## src/design/phwf_pkg.sv

```systemverilog
// shared types, constants and hann coefficient table builder for the pcm hann window framer
`default_nettype none

package phwf_pkg;

    localparam int FRAME_LEN  = 512;
    localparam int SLIDE_STEP = 256;
    localparam int COEF_BITS  = 16;

    localparam int ADDR_W   = $clog2(FRAME_LEN);
    localparam int FILL_W   = $clog2(FRAME_LEN + 1);
    localparam int SAMPLE_W = 32;
    localparam int SUM_W    = SAMPLE_W + 1;
    localparam int PROD_W   = SUM_W + COEF_BITS + 1;
    localparam int FUNC_W   = 2;
    localparam int CFG_IDX_W  = 1;
    localparam int CFG_DATA_W = 2;

    // fixed-point constants for the table build
    localparam logic [63:0] Q30_ONE     = 64'd1 << 30;
    localparam logic [63:0] PI_Q30      = 64'd3373259426;
    localparam logic [63:0] HALF_PI_Q30 = 64'd1686629713;
    localparam logic [63:0] COEF_MAX    = (64'd1 << COEF_BITS) - 64'd1;
    localparam logic [63:0] HANN_DEN    = (FRAME_LEN > 1) ? 64'(FRAME_LEN - 1) : 64'd1;

    typedef enum logic [FUNC_W-1:0] {
        FUNC_PUSH  = 2'd0,
        FUNC_READ  = 2'd1,
        FUNC_SLIDE = 2'd2,
        FUNC_CLEAR = 2'd3
    } func_t;

    typedef enum logic [1:0] {
        FMT_U8  = 2'd0,
        FMT_S16 = 2'd1,
        FMT_S24 = 2'd2,
        FMT_S32 = 2'd3
    } fmt_t;

    typedef enum logic [CFG_IDX_W-1:0] {
        CFG_SAMPLE_FORMAT = 1'b0,
        CFG_MONO_MODE     = 1'b1
    } cfg_idx_t;

    typedef enum logic [1:0] {
        ST_IDLE   = 2'd0,
        ST_RD_SUM = 2'd1,
        ST_RD_MUL = 2'd2,
        ST_DONE   = 2'd3
    } state_t;

    typedef struct packed {
        logic accept;
        logic stage_sum;
        logic stage_mul;
        logic load_out;
    } cmd_t;

    typedef struct packed {
        logic item_is_read;
    } sts_t;

    typedef logic [FRAME_LEN-1:0][COEF_BITS-1:0] hann_tab_t;

    // sine in q30 by taylor series up to x^11, angle folded into the first quadrant
    function automatic logic [63:0] sin_q30(input logic [63:0] x_in);
        logic [63:0] x;
        logic [63:0] x2;
        logic [63:0] t;
        logic [63:0] s;
        x = x_in;
        if (x > PI_Q30)
            x = PI_Q30;
        if (x > HALF_PI_Q30)
            x = PI_Q30 - x;
        x2 = (x * x) >> 30;
        t  = Q30_ONE;
        t  = Q30_ONE - (((x2 * t) >> 30) / 64'd110);
        t  = Q30_ONE - (((x2 * t) >> 30) / 64'd72);
        t  = Q30_ONE - (((x2 * t) >> 30) / 64'd42);
        t  = Q30_ONE - (((x2 * t) >> 30) / 64'd20);
        t  = Q30_ONE - (((x2 * t) >> 30) / 64'd6);
        s  = (x * t) >> 30;
        if (s > Q30_ONE)
            s = Q30_ONE;
        return s;
    endfunction

    // symmetric hann coefficients, evaluated at elaboration only
    function automatic hann_tab_t build_hann();
        hann_tab_t   tab;
        logic [63:0] ang;
        logic [63:0] s;
        logic [63:0] w;
        logic [63:0] c;
        int          n;
        for (n = 0; n < FRAME_LEN; n++)
        begin
            ang = (64'(n) * PI_Q30 + HANN_DEN / 2) / HANN_DEN;
            s   = sin_q30(ang);
            w   = (s * s) >> 30;
            c   = (w * COEF_MAX + (Q30_ONE >> 1)) >> 30;
            if (c > COEF_MAX)
                c = COEF_MAX;
            tab[n] = c[COEF_BITS-1:0];
        end
        return tab;
    endfunction

endpackage

`default_nettype wire

```

## src/design/phwf_ctrl.sv

```systemverilog
// controller: sequences each beat through the datapath and owns the result valid
`default_nettype none

module phwf_ctrl (
    input  wire logic           clk,
    input  wire logic           rst_n,
    input  wire logic           item_valid,
    output logic                item_ready,
    output logic                result_valid,
    input  wire logic           result_ready,
    input  wire phwf_pkg::sts_t sts,
    output phwf_pkg::cmd_t      cmd
);

    phwf_pkg::state_t state_reg;
    phwf_pkg::state_t state_next;
    logic             result_valid_reg;
    logic             result_valid_next;

    always_ff @(posedge clk or negedge rst_n)
    begin
        if (!rst_n)
        begin
            state_reg        <= phwf_pkg::ST_IDLE;
            result_valid_reg <= 1'b0;
        end
        else
        begin
            state_reg        <= state_next;
            result_valid_reg <= result_valid_next;
        end
    end

    always_comb
    begin
        cmd               = '0;
        item_ready        = 1'b0;
        state_next        = state_reg;
        result_valid_next = result_valid_reg && !result_ready;
        unique case (state_reg)
            phwf_pkg::ST_IDLE:
            begin
                item_ready = 1'b1;
                if (item_valid)
                begin
                    cmd.accept = 1'b1;
                    state_next = sts.item_is_read ? phwf_pkg::ST_RD_SUM : phwf_pkg::ST_DONE;
                end
            end
            phwf_pkg::ST_RD_SUM:
            begin
                cmd.stage_sum = 1'b1;
                state_next    = phwf_pkg::ST_RD_MUL;
            end
            phwf_pkg::ST_RD_MUL:
            begin
                cmd.stage_mul = 1'b1;
                state_next    = phwf_pkg::ST_DONE;
            end
            phwf_pkg::ST_DONE:
            begin
                // hand over once the output register is free
                if (!result_valid_reg || result_ready)
                begin
                    cmd.load_out      = 1'b1;
                    result_valid_next = 1'b1;
                    state_next        = phwf_pkg::ST_IDLE;
                end
            end
            default:
            begin
                state_next = phwf_pkg::ST_IDLE;
            end
        endcase
    end

    assign result_valid = result_valid_reg;

`ifndef SYNTH
    a_valid_from_done: assert property (@(posedge clk) disable iff (!rst_n)
        $rose(result_valid_reg) |-> $past(state_reg == phwf_pkg::ST_DONE))
        else $error("result valid rose without a finished beat");

    a_one_beat_in_flight: assert property (@(posedge clk) disable iff (!rst_n)
        cmd.accept |=> !cmd.accept)
        else $error("two beats accepted back to back");
`endif

endmodule

`default_nettype wire

```

## config.mk

```make
export PLATFORM = sky130hd
export DESIGN_NAME = phwf_ctrl
export DESIGN_NICKNAME = d
export VERILOG_FILES = /design/src/design/phwf_pkg.sv /design/src/design/phwf_ctrl.sv
export SDC_FILE = /design/constraint.sdc
export NUM_CORES = 1
export LEC_CHECK = 0
export CORE_AREA = 2 2 39 41
export CTS_BUF_LIST = sky130_fd_sc_hd__clkbuf_8
export DETAILED_ROUTE_END_ITERATION = 16
export DIE_AREA = 0 0 41 43
export DONT_BUFFER_PORTS = 1
export GPL_TIMING_DRIVEN = 1
export HOLD_SLACK_MARGIN = 0.12
export SETUP_SLACK_MARGIN = 0.2
export SLEW_MARGIN = 30
export SYNTH_ARGS = -nofsm -noshare
export SYNTH_HDL_FRONTEND = slang
export SYNTH_SLANG_ARGS = --single-unit
```

## constraint.sdc

```tcl
create_clock -name clk -period 3.4 [get_ports clk]
set_input_delay 0.17 -clock clk [delete_from_list [all_inputs] [get_ports clk]]
set_output_delay 0.17 -clock clk [all_outputs]
set_load 0.005 [all_outputs]
```

# Yosys cells after proc, flatten, opt, wreduce, memory -nomap -nowiden
# Index checks and enable logic that the tools add are counted.
# op_classes
addsub	0
n_mul	0
n_div	0
n_lt_le_gt_ge	0
eq_ne	5
shifts	0
n_mux	13
n_bitwise	0
reduce_logical	6
# op_table
cell	count
$mux W1	9
$pmux W2 S4	1
$mux W2	3
$eq A2 B2 Y1 const B	2
$ne A2 B2 Y1 const B	2
$eq A2 B1 Y1 const B	1
$logic_not A1 Y1	2
$logic_not A2 Y1	1
$reduce_and A2 Y1	1
$logic_and A1 B1 Y1	1
$logic_or A1 B1 Y1	1
# word_totals
ff_bits	3
latch_bits	0
mem_bits_rw	0
rom_bits	0
out_inout_bits	6
wordCells	26
n_memories	0

# Depth between registers and ports, before layout
# Gate-level depths: netlist of the first run.
# logic_depth
depth_word	4
depth_mapped	5
ltp_nobuf	5

# Worst setup path after synthesis of the first run
# No wires, ideal clock.
# synth_path
path_type	register -> register
startpoint	reg state_reg[0]
endpoint	reg state_reg[0]
arrival_ps	1037
required_ps	3274
slack_ps	2237
stages_incl_launch_ff	4
path_buffers	0
period_less_slack_ps	1163
path_cell_list	dfrtp_1 > ha_1 > and3b_1 > o32a_1
# synth_between
elab_chain_len	3
# synth_rtl
item	line_no	text
start: declaration	phwf_ctrl.sv:15	phwf_pkg::state_t state_reg;
start signal: assignment	phwf_ctrl.sv:24	state_reg <= phwf_pkg::ST_IDLE;
start signal: assignment	phwf_ctrl.sv:29	state_reg <= state_next;
$eq A2 B2 Y1 / $logic_not A2 Y1 (equally long branches)	phwf_ctrl.sv:40	unique case (state_reg)
$ne A2 B2 Y1 (no line)	n/a	
$reduce_and A2 Y1 (no line)	n/a	
# Parallel ways exist; a longest one is shown, timed or not.
# A chain may end at the register's enable or synchronous reset.

==> flow_summary.yaml, run 1 <==
critical_path:
  critPathMaxFanout: 6
  crit_type: "reg -> out"
  required_ns: 3.23
  cp_num_buf_inv: 1
  slowest_stage: "dfrtp_1"
  critPathCaptureType: "primary output"
  path_cells: "inv_1 -> ha_1 -> and2_1"
  path_delay_family: "flip-flops"
  cp-start-kind: "flop"
  critical-path-max-stage-delay_ns: 0.39
  crit_arrival_ns: 1.21
placed_design:
  routabilityCongestion: 0.619
  post-place-ws_ns: 2.14
  dp_hpwl_microns: 375
  numPortBuffers: 0
  placed_cell_area_sq_um: 228
clock_network:
  clkTransAtPathRegs_ns: 0.03
  cts.sinks: 3
  insertion_delay_ns: 0.22
  root_buffer: "clkbuf_8"
  clockBufferDepth: 2
  cts_made_buffers: 3
  htree_levels: 1
  cts_tree: "yes"
cells_and_area:
  largest_register_ffs: 2
  mostFrequentLayoutCells: "inv_1 (4), ha_1 (4), clkbuf_8 (3), dfrtp_1 (3)"
  syn2layout_area_growth_pct: 36.1
  utilization: 0.204
  drive_gt1_frac: 0.160
  diodes: 0
  final_net_count: 35
  final_area_sq_um: 283
timing:
  fin_crit_sh: 0.405
  rsz0062_at_grt: "false"
  setup_ws_ns: 2.02
  fmax_ghz: 0.727
  post-route-min-period_ns: 1.38
  finalClockSkew_ns: 0.000175
  worst_slew_pin_slew_ns: 0.246
  drv_slew: 0
  finalSetupViolCount: 0
  fin_setup_tns_ns: 0
  hold_viol: 0
  maxSlewHeadroom: 0.836
floorplanning:
  die_h_microns: 43
  rows: 14
  core_region_area_sq_mm: 0.00138
  num_io_pins: 11
  die_area_sq_mm: 0.00176
  initial_core_util: 0.150
  die_w_microns: 41
power:
  peakVddDrop_mv: 0.212
  p_per_area_mw_per_mm2: 987
  p_leak_nw: 0.148
  power_mw: 0.279
global_route:
  grt_max_degree: 7
  overflow: 0
  track_usage: 0.0683
  grt_pass1_vias: 190
  grt_pass1_wl_microns: 738
  antenna_found_initial: 0
yosys:
  yosysWarnings: 0
  syn-num-nets: 29
  ys_ff_latch: 3
  synth_cell_types: 11
  synth_largest_area_cell: "dfrtp_1"
  synth.top_cell.area_share: 0.361
  synthCells: 20
  avgSynthCellArea_sq_um: 10.4
  yosysSeqAreaShare: 0.361
  yosys-top-cells-area: "dfrtp_1 (36%), ha_1 (24%), and2_1 (6.0%)"
  synth_area_sq_um: 208
drt:
  vias: 154
  drc: 0
  vias_per_cell: 3.76
  wl_microns: 452
  drt_iter0_markers: 2
  firstDrtPassIters: 4
  wire_per_inst_microns: 11.0
  drtAntennaViolNets: 0
outcome:
  status: "complete, no violations"
flow_run:
  max_cap_violations: 0
hold_path:
  hp-class: "in -> reg"
## power breakdown
group | switching (mW) | total [mW] | internal, mW
combinational | 0.0578 | 0.107 | 0.0494
sequential | 0.0162 | 0.0718 | 0.0556
clock | 0.0234 | 0.100 | 0.0768
## logic make-up (layout without fill, tap and decap cells)
logic type | count (synthesis) | in the layout | share of synthesized area
buffers and inverters | 3 | 8 | 0.0542
adders and majority gates | 4 | 4 | 0.241
AOI/OAI and AO/OA | 3 | 3 | 0.114
DFF | 3 | 3 | 0.361
and+or+nand+nor | 6 | 6 | 0.181
muxes | 1 | 1 | 0.0482
## metrics by stage
step           instances  hold slack [ns]
6_report              41            0.155
5_1_grt               41            0.194
4_1_cts               41            0.156
3_5_place_dp          36           -0.125
3_3_place_gp          36           -0.126
2_1_floorplan         20           -0.126
## cells in the mapped netlist
| master | count |
|---|---|
| o21ai_0 | 1 |
| nand2_1 | 1 |
| mux2i_1 | 1 |
| nand2b_1 | 2 |
| and3b_1 | 1 |
| ha_1 | 4 |
| a21oi_2 | 1 |
| inv_1 | 3 |
| o32a_1 | 1 |
| and2_1 | 2 |
| dfrtp_1 | 3 |
## layout make-up
| type | count | area (sq um) |
|---|---|---|
| inverter | 3 | 11.3 |
| tap | 16 | 20.0 |
| timing repair buffer | 1 | 10.0 |
| multi-input combinational | 14 | 121 |
| fill | 152 | 1100 |
| clock inverter | 1 | 3.75 |
| sequential | 3 | 75.1 |
| clock buffer | 3 | 41.3 |
## path summary, 6_finish.rpt
path                            cells after the start            to  slack, ns    startpoint
worst max-delay path                                3        cmd[3]       2.02  state_reg[1]
worst min-delay path                                2  result_valid       0.15  result_ready
worst max register to register                      3  state_reg[0]       2.15  state_reg[0]
worst min register to register                      2  result_valid       0.55  result_valid
max in group asynchronous                           1  state_reg[1]       3.05         rst_n
min in group asynchronous                           1  state_reg[0]       0.21         rst_n
## worst reg2reg max path, stage by stage, from the launching register on
cell and delay (ns):
dfrtp_1 0.38, inv_1 0.08, ha_1 0.29, o32a_1 0.38
## repair_timing
action,4_1_cts,5_1_grt
setup endpoints to repair,0,0
hold buffers,1,0
endpoints found under the hold margin,3,0
buffers inserted,0,0
resized for setup,0,0
## metal layers
layer	share of wire	GRT usage	vias to the layer above
met5	0	0	-
met4	0	0.0800	0
met3	0.064	0.0314	0
met2	0.55	0.106	5
met1	0.38	0.0516	72
li1	-	-	77
Note: power is estimated with default switching activity, not from simulation.
==> run 2, diff against run 1 <==
==> constraint.sdc (replaced) <==
create_clock -name clk -period 1.1 [get_ports clk]
set_input_delay 0.055 -clock clk [delete_from_list [all_inputs] [get_ports clk]]
set_output_delay 0.055 -clock clk [all_outputs]
set_load 0.005 [all_outputs]
==> flow_summary.yaml, run 2 (synthesis gave the netlist of run 1 again) <==
floorplanning:
  die_h_microns: 43
  rows: 14
  initial_core_util: 0.150
  core_region_area_sq_mm: 0.00138
  num_io_pins: 11
  die_area_sq_mm: 0.00176
  die_w_microns: 41
drt:
  drt_iter0_markers: 0
  wl_microns: 503
  drc: 0
  vias: 191
  drtAntennaViolNets: 0
  vias_per_cell: 3.60
  firstDrtPassIters: 1
  wire_per_inst_microns: 9.49
critical_path:
  critPathCaptureType: "primary output"
  critical-path-max-stage-delay_ns: 0.38
  path_cells: "inv_1 -> ha_4 -> buf_4 -> and2_1"
  cp_num_buf_inv: 2
  required_ns: 1.04
  critPathMaxFanout: 5
  path_delay_family: "flip-flops"
  slowest_stage: "dfrtp_1"
  cp-start-kind: "flop"
  crit_type: "reg -> out"
  crit_arrival_ns: 1.15
timing:
  finalSetupViolCount: 6
  holdWs_ns: 0.0900
  maxSlewHeadroom: 0.921
  rsz0062_at_grt: "true"
  fmax_ghz: 0.828
  finalClockSkew_ns: 0.00473
  fin_setup_tns_ns: -0.484
  post-route-min-period_ns: 1.21
  setup_ws_ns: -0.107
  worst_slew_pin_slew_ns: 0.115
  drv_slew: 0
  fin_crit_sh: 1.10
  hold_viol: 0
clock_network:
  root_buffer: "clkbuf_8"
  htree_levels: 1
  clockBufferDepth: 2
  cts_tree: "yes"
  cts.sinks: 3
  insertion_delay_ns: 0.22
  cts_made_buffers: 3
  clkTransAtPathRegs_ns: 0.03
  cts_hold_buf: 4
power:
  p_per_area_mw_per_mm2: 2970
  p_leak_nw: 0.208
  peakVddDrop_mv: 0.941
  power_mw: 1.26
global_route:
  grt_max_degree: 6
  overflow: 0
  grt_pass1_wl_microns: 759
  track_usage: 0.0683
  antenna_found_initial: 0
  grt_pass1_vias: 195
flow_run:
  max_cap_violations: 0
cells_and_area:
  final_common_cell: "buf_4"
  final_cells: 53
  syn2layout_area_growth_pct: 104
  drive_gt1_frac: 0.541
  utilization: 0.307
  largest_register_ffs: 2
  final_net_count: 47
  diodes: 0
  mostFrequentLayoutCells: "buf_4 (8), dlygate4sd3_1 (4), inv_1 (3), clkbuf_8 (3), dfrtp_1 (3)"
outcome:
  violations: "negative setup slack"
  status: "finished, violations left"
placed_design:
  dp.cells: 43
  numPortBuffers: 0
  routabilityCongestion: 0.685
hold_path:
  hp-class: "in -> reg"
-- run 2: cell types whose count changed in the layout (fill, tap and decap cells not counted), sizes merged --
| cell | change |
|---|---|
| dlygate4sd3 | +3 |
| buf | +9 |
-- run 2: worst paths after layout --
kind	end	cells past startpoint	slack [ns]	from
worst max-delay path	cmd[3]	4	-0.11	state_reg[1]
worst min-delay path	result_valid	2	0.09	result_ready
worst max register to register	state_reg[0]	3	-0.10	state_reg[1]
worst min register to register	result_valid	3	0.64	result_valid
max in group asynchronous	state_reg[0]	2	0.33	rst_n
min in group asynchronous	state_reg[1]	2	0.62	rst_n
-- run 2: per-stage QoR --
step / cell area (sq um) / setup slack (ns)
global placement: 285 / -0.0815
floorplan: 213 / -0.0282
CTS: 400 / -0.109
finish: 424 / -0.107
detailed placement: 285 / -0.0944
global route: 424 / -0.173
-- run 2: worst reg2reg max path, cell delays in order (launching register included) --
cell	delay, ns
dfrtp_1	0.40
ha_2	0.20
and3b_1	0.19
o32a_1	0.29
-- run 2: repair_timing --
| item | 4_1_cts | 5_1_grt |
|---|---|---|
| hold endpoints to repair | 5 | 1 |
| setup endpoints to repair | 8 | 8 |
| cloned | 0 | 0 |
| gates resized for setup | 5 | 3 |
| buffers inserted | 1 | 1 |
-- run 2: final cells by class --
type / count / area, sq um
flip-flops and latches: 3 / 75.1
fillers: 143 / 960
multi-input cells: 14 / 161
clock buffers: 3 / 41.3
repair buffers: 13 / 111
well taps: 16 / 20.0
inverters: 3 / 11.3
clock inverters: 1 / 3.75
-- run 2: metal layers --
layer	routed length, microns	track usage	share of wire
met4	0	0.0600	0
met3	31	0.0314	0.062
met5	0	0	0
met1	197	0.0645	0.39
met2	274	0.103	0.54
-- run 2: power breakdown --
group | internal [mW] | leakage [nW] | switching (mW)
clock network | 0.238 | 0.0269 | 0.0731
logic | 0.445 | 0.145 | 0.287
registers | 0.172 | 0.0355 | 0.0468
==> run 3, diff against run 2 <==
--- a/config.mk
+++ b/config.mk
@@ -11,9 +11,10 @@
 export DIE_AREA = 0 0 41 43
 export DONT_BUFFER_PORTS = 1
 export GPL_TIMING_DRIVEN = 1
-export HOLD_SLACK_MARGIN = 0.12
+export HOLD_SLACK_MARGIN = 0.08
 export SETUP_SLACK_MARGIN = 0.2
 export SLEW_MARGIN = 30
 export SYNTH_ARGS = -nofsm -noshare
 export SYNTH_HDL_FRONTEND = slang
 export SYNTH_SLANG_ARGS = --single-unit
+export TNS_END_PERCENT = 30
==> constraint.sdc (replaced) <==
create_clock -name clk -period 1.1 [get_ports clk]
set_input_delay 0.22 -clock clk [delete_from_list [all_inputs] [get_ports clk]]
set_output_delay 0.22 -clock clk [all_outputs]
set_load 0.005 [all_outputs]
==> flow_summary.yaml, run 3 (synthesis gave the netlist of run 1 again) <==
global_route:
  track_usage: 0.0714
  grt_pass1_vias: 203
  grt_max_degree: 6
  gr-usage-met1: 0.0518
  grt_pass1_wl_microns: 786
  busiest_layer: "met2"
  overflow: 0
  groute.layer.met3.usage: 0.0419
  antenna_found_initial: 0
  met2_usage: 0.119
placed_design:
  numPortBuffers: 0
  post-place-ws_ns: -0.0960
  placed_cell_area_sq_um: 278
  routabilityCongestion: 0.669
clock_network:
  insertion_delay_ns: 0.21
  clkTransAtPathRegs_ns: 0.03
  htree_levels: 1
  cts_made_buffers: 3
  cts.sinks: 3
  root_buffer: "clkbuf_8"
  cts_tree: "yes"
  clockBufferDepth: 2
floorplanning:
  die_area_sq_mm: 0.00176
  die_w_microns: 41
  core_region_area_sq_mm: 0.00138
  initial_core_util: 0.150
  num_io_pins: 11
  rows: 14
  die_h_microns: 43
timing:
  setup_ws_ns: -0.174
  fmax_ghz: 0.785
  post-route-min-period_ns: 1.27
  maxSlewHeadroom: 0.919
  drv_slew: 0
  rsz0062_at_grt: "true"
  finalSetupViolCount: 7
  fin_crit_sh: 1.16
  worst_slew_pin_slew_ns: 0.118
  finalClockSkew_ns: 0.000223
  hold_viol: 0
cells_and_area:
  mostFrequentLayoutCells: "buf_6 (4), clkbuf_8 (3), buf_4 (3), dfrtp_1 (3)"
  final_net_count: 42
  largest_register_ffs: 2
  final_area_sq_um: 383
  final_common_cell: "buf_6"
  drive_gt1_frac: 0.563
  syn2layout_area_growth_pct: 84.3
  diodes: 0
  utilization: 0.277
power:
  peakVddDrop_mv: 0.754
  p_leak_nw: 0.184
  p_per_area_mw_per_mm2: 3180
  power_mw: 1.22
drt:
  wire_per_inst_microns: 10.2
  vias_per_cell: 3.71
  drc: 0
  vias: 178
  drtAntennaViolNets: 0
  wl_microns: 488
  drt_iter0_markers: 0
  firstDrtPassIters: 1
hold_path:
  hp-class: "in -> reg"
  whs_path_depth: 2
critical_path:
  crit_arrival_ns: 1.05
  critPathMaxFanout: 4
  crit_type: "reg -> out"
  critPathCaptureType: "primary output"
  required_ns: 0.88
  reg2reg_depth: 4
  cp-start-kind: "flop"
outcome:
  violations: "negative setup slack"
  status: "finished, violations left"
flow_run:
  max_cap_violations: 0
-- run 3: per-layer routing --
| metal | routed length, microns | part of all wire |
|---|---|---|
| met2 | 295 | 0.60 |
| met4 | 0 | 0 |
| met1 | 153 | 0.31 |
| met5 | 0 | 0 |
| met3 | 40 | 0.082 |
-- run 3: critical path: stages, from the launching register on --
cell and delay [ns]:
dfrtp_1 0.41, ha_2 0.20, buf_6 0.11, and2_4 0.13
-- run 3: power by group --
part / internal [mW] / total (mW) / switching, mW / leakage (nW)
combinational: 0.410 / 0.684 / 0.275 / 0.121
sequential: 0.172 / 0.226 / 0.0542 / 0.0355
clock: 0.237 / 0.307 / 0.0697 / 0.0269
-- run 3: through the flow --
step,hold slack [ns],setup TNS [ns],instances
after floorplan,-0.0756,-0.0450,20
after global placement,-0.0755,-0.169,42
after detailed placement,-0.0755,-0.195,42
after CTS,0.208,-0.941,48
after global routing,0.232,-1.23,48
final,0.217,-0.833,48
-- run 3: final cells by class --
cell class                 instances  area (sq um)
clock buffer                       3          41.3
clock inverter                     1          3.75
multi-input combinational         14           154
fill                             152          1000
inverter                           3          11.3
timing repair buffer               8          77.6
tap                               16          20.0
sequential                         3          75.1
-- run 3: repair_timing --
action                                 in CTS  in global routing
setup endpoints to repair                   9                  9
endpoints found under the hold margin       3                  0
buffers inserted                            1                  0
resized for setup                          10                  1
hold buffers                                1                  0
pin swaps                                   2                  1
-- run 3: worst paths after layout --
check                             start      endpoint  slack [ns]
max                        state_reg[0]        cmd[0]       -0.17
min                        result_ready  result_valid        0.22
max reg2reg                state_reg[0]  state_reg[1]       -0.12
min reg2reg                state_reg[0]  state_reg[0]        0.60
max in group asynchronous         rst_n  state_reg[0]        0.70
min in group asynchronous         rst_n  state_reg[1]        0.26
